$ cat src/rtl/core/rki_pkg.sv
package rki_pkg;

	// configuration register indexes
	localparam int CFG_INDEX_BITS = 2;

	typedef enum logic [CFG_INDEX_BITS-1:0] {
		CFG_RANGE_LOW     = 2'd0,
		CFG_RANGE_HIGH    = 2'd1,
		CFG_DEBOUNCE_TIME = 2'd2
	} cfg_index_t;

	// switch debounce settings
	localparam int DEBOUNCE_BITS = 10;
	localparam logic [DEBOUNCE_BITS-1:0] DEBOUNCE_DEFAULT_MS = 10'd50;

	// pending delta and timestamp widths
	localparam int DELTA_BITS = 8;
	localparam int NOW_BITS   = 32;

endpackage

$ cat src/rtl/core/rotary_knob_interface.sv
// rotary knob interface: encoder step decode, clamped position, saturating delta,
// debounced push switch with latched press flag
// input beat to result beat: input register, then result register
// throughput: one poll per cycle; the result register stalls the input stage only
// while its beat is not taken, and configuration writes wait for an empty input stage
// reset: async active-low arst_n resets control state and loads the default registers
module rotary_knob_interface #(
	parameter int VALUE_BITS = 16,
	parameter int TIME_BITS  = 32
) (
	input  logic clk,
	input  logic arst_n,

	input  logic                        s_axis_tvalid,
	output logic                        s_axis_tready,
	// clk_level, dt_level, switch_level, now_ms, take_delta, take_press,
	// load_value, new_value, zero fill
	input  logic [((3 + rki_pkg::NOW_BITS + 3 + VALUE_BITS + 7) / 8) * 8 - 1:0] s_axis_tdata,

	output logic                        m_axis_tvalid,
	input  logic                        m_axis_tready,
	// position, delta, pressed, button_down, zero fill
	output logic [((VALUE_BITS + rki_pkg::DELTA_BITS + 2 + 7) / 8) * 8 - 1:0] m_axis_tdata,

	input  logic                                cfg_valid,
	output logic                                cfg_ready,
	input  logic [rki_pkg::CFG_INDEX_BITS-1:0]  cfg_index,
	input  logic [((VALUE_BITS > rki_pkg::DEBOUNCE_BITS) ? VALUE_BITS
		: rki_pkg::DEBOUNCE_BITS) - 1:0]        cfg_data
);

	localparam int NB     = rki_pkg::NOW_BITS;
	localparam int DB     = rki_pkg::DEBOUNCE_BITS;
	localparam int DLB    = rki_pkg::DELTA_BITS;
	localparam int IN_BITS  = 3 + NB + 3 + VALUE_BITS;
	localparam int IN_W     = ((IN_BITS + 7) / 8) * 8;
	localparam int OUT_BITS = VALUE_BITS + DLB + 2;
	localparam int OUT_W    = ((OUT_BITS + 7) / 8) * 8;
	localparam int CFG_W    = (VALUE_BITS > DB) ? VALUE_BITS : DB;

	localparam int P_NOW   = 3;
	localparam int P_TAKED = P_NOW + NB;
	localparam int P_TAKEP = P_TAKED + 1;
	localparam int P_LOAD  = P_TAKEP + 1;
	localparam int P_NEWV  = P_LOAD + 1;

	// clamp checks the low bound first, then the high bound
	function automatic logic signed [VALUE_BITS-1:0] clamp_val(
		input logic signed [VALUE_BITS:0]   v,
		input logic signed [VALUE_BITS-1:0] lo,
		input logic signed [VALUE_BITS-1:0] hi
	);
		logic signed [VALUE_BITS:0] r;
		begin
			r = v;
			if (r < $signed({lo[VALUE_BITS-1], lo})) r = $signed({lo[VALUE_BITS-1], lo});
			if (r > $signed({hi[VALUE_BITS-1], hi})) r = $signed({hi[VALUE_BITS-1], hi});
			return r[VALUE_BITS-1:0];
		end
	endfunction

	// configuration registers
	logic signed [VALUE_BITS-1:0] range_low_q, range_high_q;
	logic [DB-1:0]                debounce_q;

	// block state
	logic                         last_clk_q;
	logic signed [DLB-1:0]        pending_q;
	logic signed [VALUE_BITS-1:0] knob_q;
	logic                         sw_raw_q, sw_stable_q, press_q;
	logic [TIME_BITS-1:0]         change_time_q;

	// input stage
	logic                         valid_s1;
	logic                         clk_s1, dt_s1, sw_s1, taked_s1, takep_s1, load_s1;
	logic [TIME_BITS-1:0]         now_s1;
	logic signed [VALUE_BITS-1:0] newv_s1;

	// result register
	logic                         out_valid_q;
	logic signed [VALUE_BITS-1:0] pos_q;
	logic signed [DLB-1:0]        delta_q;
	logic                         pressed_q, down_q;

	logic advance, in_fire, cfg_fire;

	assign advance       = valid_s1 && (!out_valid_q || m_axis_tready);
	assign s_axis_tready = !valid_s1 || advance;
	assign in_fire       = s_axis_tvalid && s_axis_tready;
	assign cfg_ready     = !valid_s1;
	assign cfg_fire      = cfg_valid && cfg_ready;

	// next state for the poll in the input stage
	logic                         fall, step_up, raw, sw_change, sw_accept;
	logic signed [DLB:0]          pend_sum;
	logic signed [DLB-1:0]        pend_rot, pend_n, delta_n;
	logic signed [VALUE_BITS:0]   knob_sum;
	logic signed [VALUE_BITS-1:0] knob_rot, knob_n;
	logic [TIME_BITS-1:0]         elapsed;
	logic                         stable_n, press_set, press_n, pressed_n;

	always_comb begin
		fall    = (clk_s1 != last_clk_q) && !clk_s1;
		step_up = dt_s1 != clk_s1;

		// rotation
		pend_sum = $signed({pending_q[DLB-1], pending_q})
			+ (step_up ? $signed((DLB+1)'(1)) : $signed({(DLB+1){1'b1}}));
		if (pend_sum > $signed((DLB+1)'(127))) pend_rot = $signed(DLB'(127));
		else if (pend_sum < $signed({2'b11, {(DLB-1){1'b0}}}))
			pend_rot = $signed({1'b1, {(DLB-1){1'b0}}});
		else pend_rot = pend_sum[DLB-1:0];
		knob_sum = $signed({knob_q[VALUE_BITS-1], knob_q})
			+ (step_up ? $signed((VALUE_BITS+1)'(1)) : $signed({(VALUE_BITS+1){1'b1}}));
		knob_rot = fall ? clamp_val(knob_sum, range_low_q, range_high_q) : knob_q;
		pend_n   = fall ? pend_rot : pending_q;

		// switch debounce
		raw       = !sw_s1;
		sw_change = raw != sw_raw_q;
		elapsed   = now_s1 - change_time_q;
		sw_accept = !sw_change && (elapsed >= {{(TIME_BITS-DB){1'b0}}, debounce_q})
			&& (raw != sw_stable_q);
		stable_n  = sw_accept ? raw : sw_stable_q;
		press_set = sw_accept && raw;

		// value load
		knob_n = load_s1 ? clamp_val($signed({newv_s1[VALUE_BITS-1], newv_s1}),
			range_low_q, range_high_q) : knob_rot;

		// reports
		delta_n   = taked_s1 ? pend_n : '0;
		press_n   = press_q || press_set;
		pressed_n = takep_s1 && press_n;
	end

	// input register
	always_ff @(posedge clk or negedge arst_n) begin
		if (!arst_n) begin
			valid_s1 <= 1'b0;
		end else if (s_axis_tready) begin
			valid_s1 <= s_axis_tvalid;
		end
	end

	always_ff @(posedge clk) begin
		if (in_fire) begin
			clk_s1   <= s_axis_tdata[0];
			dt_s1    <= s_axis_tdata[1];
			sw_s1    <= s_axis_tdata[2];
			now_s1   <= s_axis_tdata[P_NOW +: TIME_BITS];
			taked_s1 <= s_axis_tdata[P_TAKED];
			takep_s1 <= s_axis_tdata[P_TAKEP];
			load_s1  <= s_axis_tdata[P_LOAD];
			newv_s1  <= $signed(s_axis_tdata[P_NEWV +: VALUE_BITS]);
		end
	end

	// state and configuration registers
	always_ff @(posedge clk or negedge arst_n) begin
		if (!arst_n) begin
			range_low_q   <= $signed({1'b1, {(VALUE_BITS-1){1'b0}}});
			range_high_q  <= $signed({1'b0, {(VALUE_BITS-1){1'b1}}});
			debounce_q    <= rki_pkg::DEBOUNCE_DEFAULT_MS;
			last_clk_q    <= 1'b1;
			pending_q     <= '0;
			knob_q        <= '0;
			sw_raw_q      <= 1'b0;
			sw_stable_q   <= 1'b0;
			press_q       <= 1'b0;
			change_time_q <= '0;
		end else if (cfg_fire) begin
			case (rki_pkg::cfg_index_t'(cfg_index))
				rki_pkg::CFG_RANGE_LOW: begin
					range_low_q <= $signed(cfg_data[VALUE_BITS-1:0]);
					knob_q <= clamp_val($signed({knob_q[VALUE_BITS-1], knob_q}),
						$signed(cfg_data[VALUE_BITS-1:0]), range_high_q);
				end
				rki_pkg::CFG_RANGE_HIGH: begin
					range_high_q <= $signed(cfg_data[VALUE_BITS-1:0]);
					knob_q <= clamp_val($signed({knob_q[VALUE_BITS-1], knob_q}),
						range_low_q, $signed(cfg_data[VALUE_BITS-1:0]));
				end
				rki_pkg::CFG_DEBOUNCE_TIME: begin
					debounce_q <= cfg_data[DB-1:0];
				end
				default: begin
				end
			endcase
		end else if (advance) begin
			last_clk_q  <= clk_s1;
			pending_q   <= taked_s1 ? '0 : pend_n;
			knob_q      <= knob_n;
			sw_raw_q    <= raw;
			sw_stable_q <= stable_n;
			press_q     <= takep_s1 ? 1'b0 : press_n;
			if (sw_change) change_time_q <= now_s1;
		end
	end

	// result register
	always_ff @(posedge clk or negedge arst_n) begin
		if (!arst_n) begin
			out_valid_q <= 1'b0;
		end else if (advance) begin
			out_valid_q <= 1'b1;
		end else if (m_axis_tready) begin
			out_valid_q <= 1'b0;
		end
	end

	always_ff @(posedge clk) begin
		if (advance) begin
			pos_q     <= knob_n;
			delta_q   <= delta_n;
			pressed_q <= pressed_n;
			down_q    <= stable_n;
		end
	end

	assign m_axis_tvalid = out_valid_q;
	assign m_axis_tdata  = OUT_W'({down_q, pressed_q, delta_q, pos_q});

`ifndef NO_ASSERTIONS
	// position stays inside a proper range
	a_knob_in_range: assert property (@(posedge clk) disable iff (!arst_n)
		(range_low_q <= range_high_q) |-> (knob_q >= range_low_q && knob_q <= range_high_q))
		else $error("knob value outside configured range");

	// stable switch level only moves to the raw level
	a_stable_follows_raw: assert property (@(posedge clk) disable iff (!arst_n)
		!$stable(sw_stable_q) |-> (sw_stable_q == sw_raw_q))
		else $error("debounced level changed away from raw level");

	// press flag is set only by a newly accepted press
	a_press_on_rise: assert property (@(posedge clk) disable iff (!arst_n)
		$rose(press_q) |-> $rose(sw_stable_q))
		else $error("press latched without a debounced press");

	// the result beat reports the updated position and debounced switch level
	a_result_position: assert property (@(posedge clk) disable iff (!arst_n)
		$past(advance) |-> (pos_q == knob_q && down_q == sw_stable_q))
		else $error("result beat disagrees with block state");
`endif

endmodule
$ cat config.mk
export PLATFORM = sky130hd
export DESIGN_NAME = rotary_knob_interface
export DESIGN_NICKNAME = d
export VERILOG_FILES = /design/src/rtl/core/rki_pkg.sv /design/src/rtl/core/rotary_knob_interface.sv
export SDC_FILE = /design/constraint.sdc
export NUM_CORES = 1
export LEC_CHECK = 0
export BUFFER_PORTS_ARGS = -buffer_cell sky130_fd_sc_hd__clkbuf_2
export CAP_MARGIN = 10
export CORE_UTILIZATION = 62
export DETAILED_ROUTE_END_ITERATION = 7
export PLACE_DENSITY = 0.89
export SLEW_MARGIN = 20
export SYNTH_ARGS = -nofsm -noshare
export SYNTH_HDL_FRONTEND = slang
export SYNTH_SLANG_ARGS = --single-unit
$ cat constraint.sdc
create_clock -name clk -period 8.75 [get_ports clk]
set_input_delay 0.4375 -clock clk [delete_from_list [all_inputs] [get_ports clk]]
set_output_delay 0.4375 -clock clk [all_outputs]
set_load 0.005 [all_outputs]
Word level (Yosys, flattened, before mapping)
Cells that the tools add are included.
{ "classes": {"add_sub_neg": 3, "reduce_logical": 25, "order_cmp": 11, "n_eq_ne": 7, "mux": 27, "bitwise": 1} }
{ "ops": {"columns": ["cell", "n"], "rows": [
  ["2-to-1 mux 17 bit", 9],
  ["2-to-1 mux 16 bit", 8],
  ["> comparator 17 x 16 -> 1 bit", 4],
  ["< comparator 16 bit", 3],
  ["greater-or-equal comparator 32 x 10 -> 1 bit", 1],
  ["2-to-1 mux 8 bit", 4],
  ["one-hot mux 16 bit (2 select lines)", 1],
  ["subtractor 32 bit", 1],
  ["adder 16 x 17 -> 17 bit", 1],
  ["< comparator 17 x 16 -> 1 bit", 1],
  ["AND reduction 2 bit", 5],
  ["adder 8 x 9 -> 9 bit", 1],
  ["> comparator 9 x 8 -> 1 bit, second input constant", 1],
  ["< comparator 9 x 8 -> 1 bit, second input constant", 1],
  ["2-to-1 mux 9 bit", 1],
  ["logical AND 1 bit", 8],
  ["logical NOT 1 bit", 5],
  ["2-to-1 mux 1 bit", 4],
  ["inequality test 1 bit", 4],
  ["nonzero test 2 bit", 2],
  ["logical OR 1 bit", 3],
  ["inequality test 3 x 1 -> 1 bit, second input constant", 1],
  ["AND reduction 3 bit", 1],
  ["== test 2 x 1 -> 1 bit, second input constant", 1],
  ["other kinds (3)", 3]
]} }
{ "totals": {"output_inout_bits": 35, "elab_cells": 98, "input_bits": 79, "register_bits": 184} }

Longest topological paths before layout
{ "logic_depth": {"word_depth": 11, "mapped_depth": 33, "ltp_nobuf": 27} }

Least setup slack after synthesis
OpenSTA, ideal clock, no wires.
{ "synth_timing": {"kind": "register to register", "startpoint": "reg clk_s1", "endpoint": "reg pos_q[11], data pin", "path_slack_ns": 2.116, "t_required_ns": 8.481, "path_stages_with_launch": 32, "arrival_ns": 6.365, "n_path_buf": 6, "period_less_slack_ns": 6.634, "cell_sequence": "edfxtp_1 -> xor2_1 -> buf_2 -> buf_2 -> buf_2 -> xnor2_1 -> ha_1 -> nor3_1 -> o21ba_2 -> o31ai_1 -> a22oi_2 -> xnor2_1 -> ha_1 -> a21o_1 -> a211oi_1 -> o211ai_1 -> a211o_1 -> buf_2 -> clkbuf_1 -> nand2_1 -> o21ai_0 -> ha_1 -> nand4_1 -> nor3_1 -> nand2_1 -> or4_1 -> a31oi_4 -> buf_2 -> mux2i_1 -> nor2_1 -> a21oi_1 -> o21ai_0"} }
{ "synth_between": {"elab_chain_cells": 9} }
{ "synth_lines": {"columns": ["element", "line", "rtl"], "rows": [
  ["from (decl)", "rotary_knob_interface.sv:75", "logic clk_s1, dt_s1, sw_s1, taked_s1, takep_s1, load_s1;"],
  ["from (signal assigned)", "rotary_knob_interface.sv:148", "clk_s1 <= s_axis_tdata[0];"],
  ["inequality test 1 bit", "rotary_knob_interface.sv:104", "step_up = dt_s1 != clk_s1;"],
  ["2-to-1 mux 17 bit", "rotary_knob_interface.sv:114", "+ (step_up ? $signed((VALUE_BITS+1)'(1)) : $signed({(VALUE_BITS+1){1'b1}}));"],
  ["adder 16 x 17 -> 17 bit", "rotary_knob_interface.sv:114", null],
  ["< comparator 17 x 16 -> 1 bit", "rotary_knob_interface.sv:56", "if (r < $signed({lo[VALUE_BITS-1], lo})) r = $signed({lo[VALUE_BITS-1], lo});"],
  ["2-to-1 mux 17 bit", "rotary_knob_interface.sv:56", null],
  ["> comparator 17 x 16 -> 1 bit", "rotary_knob_interface.sv:57", "if (r > $signed({hi[VALUE_BITS-1], hi})) r = $signed({hi[VALUE_BITS-1], hi});"],
  ["2-to-1 mux 16 bit", "rotary_knob_interface.sv:57", null],
  ["2-to-1 mux 16 bit (*)", "rotary_knob_interface.sv:115", "knob_rot = fall ? clamp_val(knob_sum, range_low_q, range_high_q) : knob_q;"],
  ["2-to-1 mux 16 bit (*)", "rotary_knob_interface.sv:128", "knob_n = load_s1 ? clamp_val($signed({newv_s1[VALUE_BITS-1], newv_s1}),"],
  ["via knob_n[11]", "rotary_knob_interface.sv:98", "logic signed [VALUE_BITS-1:0] knob_rot, knob_n;"],
  ["to (signal assigned)", "rotary_knob_interface.sv:214", "pos_q <= knob_n;"],
  ["to (decl)", "rotary_knob_interface.sv:81", "logic signed [VALUE_BITS-1:0] pos_q;"]
]} }
The timed path passes the listed nets; every way through them passes the cells marked *.
A chain may end at the register's enable or synchronous reset.

Worst setup path after layout
{ "layout_timing": {"startpoint": "reg clk_s1", "endpoint": "reg knob_q[13]"} }
{ "layout_between": {"elab_chain_cells": 11} }
{ "layout_lines": {"columns": ["element", "line", "rtl"], "rows": [
  ["inequality test 1 bit", "rotary_knob_interface.sv:104", null],
  ["2-to-1 mux 17 bit", "rotary_knob_interface.sv:114", null],
  ["adder 16 x 17 -> 17 bit", "rotary_knob_interface.sv:114", null],
  ["< comparator 17 x 16 -> 1 bit", "rotary_knob_interface.sv:56", null],
  ["2-to-1 mux 17 bit", "rotary_knob_interface.sv:56", null],
  ["> comparator 17 x 16 -> 1 bit", "rotary_knob_interface.sv:57", null],
  ["2-to-1 mux 16 bit", "rotary_knob_interface.sv:57", null],
  ["2-to-1 mux 16 bit (*)", "rotary_knob_interface.sv:115", null],
  ["2-to-1 mux 16 bit (*)", "rotary_knob_interface.sv:128", null],
  ["via knob_n[13]", "rotary_knob_interface.sv:98", null],
  ["2-to-1 mux 16 bit (*)", "rotary_knob_interface.sv:190", "end else if (advance) begin"],
  ["2-to-1 mux 16 bit (*)", "rotary_knob_interface.sv:172", "end else if (cfg_fire) begin"],
  ["to (signal assigned)", "rotary_knob_interface.sv:176", "knob_q <= clamp_val($signed({knob_q[VALUE_BITS-1], knob_q}),"],
  ["to (signal assigned)", "rotary_knob_interface.sv:181", "knob_q <= clamp_val($signed({knob_q[VALUE_BITS-1], knob_q}),"],
  ["to (signal assigned)", "rotary_knob_interface.sv:193", "knob_q <= knob_n;"],
  ["to (decl)", "rotary_knob_interface.sv:69", "logic signed [VALUE_BITS-1:0] knob_q;"]
]} }
The timed path passes the listed nets; every way through them passes the cells marked *. The select of a mux whose other input is x is not followed.

==> flow_summary.yaml <==
synth:
  synth.top_cell.area_share_pct: 16.01
  synth_area_um2: 15000
  synth.largest_area_cell: "edfxtp_1"
  async_flop_share_pct: 56.52
  ys_types: 85
  synth_warnings: 0
  synth-edff-count: 80
  yosysSeqAreaShare_pct: 33.53
  ys_seq_elements: 184
  synth.avg_cell_area_um2: 9.210
  synth_cells: 1629
  yosys-top-cells-area: "edfxtp_1 (16%), ha_1 (14%), dfrtp_1 (14%)"
  ys.flop_type: "dfrtp_1"
worst_setup_path:
  crit_path_end_kind: "flop"
  slowest_stage: "o21ai_0"
  cp_data_required_time_ns: 9.07
  rr_startpoint: "clk_s1"
  cp-start-kind: "flop"
  critPathMaxStageDelay_ns: 0.74
  startpoint: "clk_s1"
  critPathTopFamily: "compound AO/OA/AOI/OAI gates"
  arrival_ns: 7.96
  crit_buf_inv: 0
  critPathMaxFanout: 28
  cpMostUsedCell: "ha_1"
  criticalPathCategory: "reg -> reg"
detailed_routing:
  drc_errors: 0
  ant_nets: 0
  drt_iter0_drc: 1088
  vias: 13080
  totalWireLength_um: 41330
  drtPass1Iterations: 5
  wl_per_cell_um: 20.43
  viasPerCell: 6.464
timing:
  fmax_mhz: 131.0
  min_period_over_period_pct: 87.22
  finalHoldViolations: 5
  finalWorstSetupSlack_ns: 1.118
  hold_slack_ns: -0.007883
  tns_ns: 0
  finalClockSkew_ns: 0.01593
  worst_slew_margin_rel_pct: 42.37
  grt_setup_unrepaired: "no"
  slew_viol_final: 0
  final.min_clock_period_ns: 7.632
  worst_pin_slew_ns: 0.8645
  finalSetupViolCount: 0
worst_hold_path:
  hp-class: "in -> async"
final_layout:
  final_cell_mix: "ha_1 (170), nand2_1 (155), o21ai_0 (123)"
  fin_util_pct: 69.13
  fin_nets: 1941
  stdcell_count: 2023
  drive_above_1_share_pct: 17.37
  diodes: 0
  final_common_cell: "ha_1"
  area_growth_pct: 8.799
  fill_cells: 1834
  design_area_um2: 16320
clock_tree:
  cts_buffers: 17
  insertion_delay_ns: 0.45
  root_buffer: "clkbuf_16"
  post_cts_resized: 0
  holdBufCountCts: 0
  cts.sinks: 184
  post_cts_buffers: 0
  htree_levels: 4
  clock_path_buffers: 2
  cts_tree: "built"
  clkTransAtPathRegs_ns: 0.08
power_and_ir_drop:
  p_leak_nw: 7.178
  cellPowerDensity_nw_per_um2: 369.5
  peakVddDrop_mv: 0.2302
place:
  place_hpwl_um: 31350
  dpl_worst_slack_ns: 1.308
  place.gp.congestion: 0.9953
  placedCellCount: 1991
  portBuffers: 105
  dpl-instance-area_um2: 15720
grt:
  grt_pass1_wl_um: 64460
  antenna_found_initial: 0
  grt-ovfl-total: 0
  gr-usage-all-layers_pct: 34.00
  grt_max_degree: 60
  grt_pass1_vias: 12470
floorplanning:
  core-area_um2: 23610
  die_h_um: 157.6
  rows: 56
  io_pins: 114
  die_w_um: 157.6
  initial_utilization_pct: 63.54
  fp.dieArea_um2: 24830
run_status:
  outcome: "complete, but fails checks"
  violations: "negative hold slack"
flow_run:
  drv_cap: 0
==> cells by family (layout without fill, tap and decap cells) <==
family | Yosys count | count (layout) | share of synthesized area (%)
AO/OA/AOI/OAI | 469 | 469 | 20.62
AND/OR/NAND/NOR | 422 | 422 | 13.80
buffers and inverters | 204 | 274 | 5.579
flip-flops | 184 | 184 | 33.53
adder cells (fa/ha/maj) | 171 | 171 | 14.31
multiplexers | 128 | 128 | 9.224
XOR/XNOR | 50 | 50 | 2.919
other | 1 | 6 | 0.02499
==> Yosys cell counts, types with 11 or more instances <==
| cell | n |
|---|---|
| inv_1 | 121 |
| edfxtp_1 | 80 |
| clkbuf_1 | 46 |
| ha_1 | 170 |
| mux2i_1 | 48 |
| a211oi_1 | 21 |
| nor2b_1 | 26 |
| nand4_1 | 26 |
| nand2_1 | 155 |
| a21o_1 | 30 |
| a21oi_1 | 103 |
| nor4_1 | 13 |
| o21a_1 | 31 |
| and3_1 | 16 |
| buf_4 | 11 |
| o22ai_1 | 19 |
| dfrtp_1 | 84 |
| a31oi_1 | 18 |
| buf_2 | 18 |
| mux2_2 | 79 |
| xor2_1 | 11 |
| nand3_1 | 28 |
| o21ai_0 | 123 |
| dfstp_2 | 20 |
| o211ai_1 | 19 |
| xnor2_1 | 39 |
| nand2b_1 | 18 |
| nor3_1 | 26 |
| nor2_1 | 70 |
==> worst reg2reg max path, stage by stage (launching register included) <==
cell and delay (ns):
edfxtp_1 0.49, xor2_2 0.36, xnor2_1 0.17, ha_1 0.25
nor3_1 0.08, o21ba_2 0.25, o31ai_1 0.38, a22oi_2 0.19
xnor2_1 0.25, ha_1 0.28, a21o_1 0.18, a211oi_1 0.26
o211ai_1 0.17, a211o_1 0.62, o21ai_0 0.75, ha_1 0.38
nor2b_1 0.14, o21ai_0 0.15, a21oi_1 0.10, nor4_1 0.27
o211ai_1 0.19, a31oi_4 0.71, mux2i_1 0.27, nor3_1 0.06
a211o_1 0.31, o211a_1 0.25
==> final timing paths <==
kind / endpoint / slack [ns] / cells past startpoint
max: knob_q[13] / 1.12 / 25
max reg2reg: knob_q[13] / 1.12 / 25
min: range_low_q[9] / -0.008 / 1
min reg2reg: press_q / 0.47 / 1
max in group asynchronous: knob_q[1] / 7.50 / 2
min in group clk: now_s1[27] / 0.16 / 1
==> routing by layer <==
metal  routed length, um  vias up  GRT usage, %
met1               16190     6177         40.71
met2               19770      642         57.59
met5                   0        -             0
met4                2498        0         20.76
met3                2872      152         5.149
li1                    -     6105             -
==> flip-flops by register name (all words and copies together) (netlist names) <==
signal	count
change_time_q	32
now_s1	32
knob_q	16
newv_s1	16
pos_q	16
range_high_q	16
range_low_q	16
debounce_q	10
delta_q	8
pending_q	8
clk_s1	1
down_q	1
dt_s1	1
last_clk_q	1
load_s1	1
m_axis_tvalid	1
press_q	1
pressed_q	1
sw_raw_q	1
sw_s1	1
sw_stable_q	1
taked_s1	1
takep_s1	1
valid_s1	1
==> stage by stage <==
stage                     hold WS [ns]  power (mW)
after global routing           0.04117       6.443
after detailed placement        0.4618       5.122
after floorplan                 0.1419       4.183
after CTS                      0.01644       5.954
after global placement          0.4373       4.977
final                        -0.007883       6.032
==> layout make-up <==
class                      instances  area (um2)  area share, %
multi-input combinational       1246        9199          56.35
clock buffer                      19       442.9          2.713
tap                              319       399.1          2.445
clock inverter                    13       150.1         0.9198
sequential                       184        5030          30.81
inverter                         121       454.2          2.782
timing repair buffer             121       648.1          3.971
==> power by group <==
part	switching [mW]	internal (mW)
sequential	0.273	1.13
clock	0.384	0.415
combinational	2.22	1.61
total	2.88	3.15
Power figures use the tool's default switching activity.
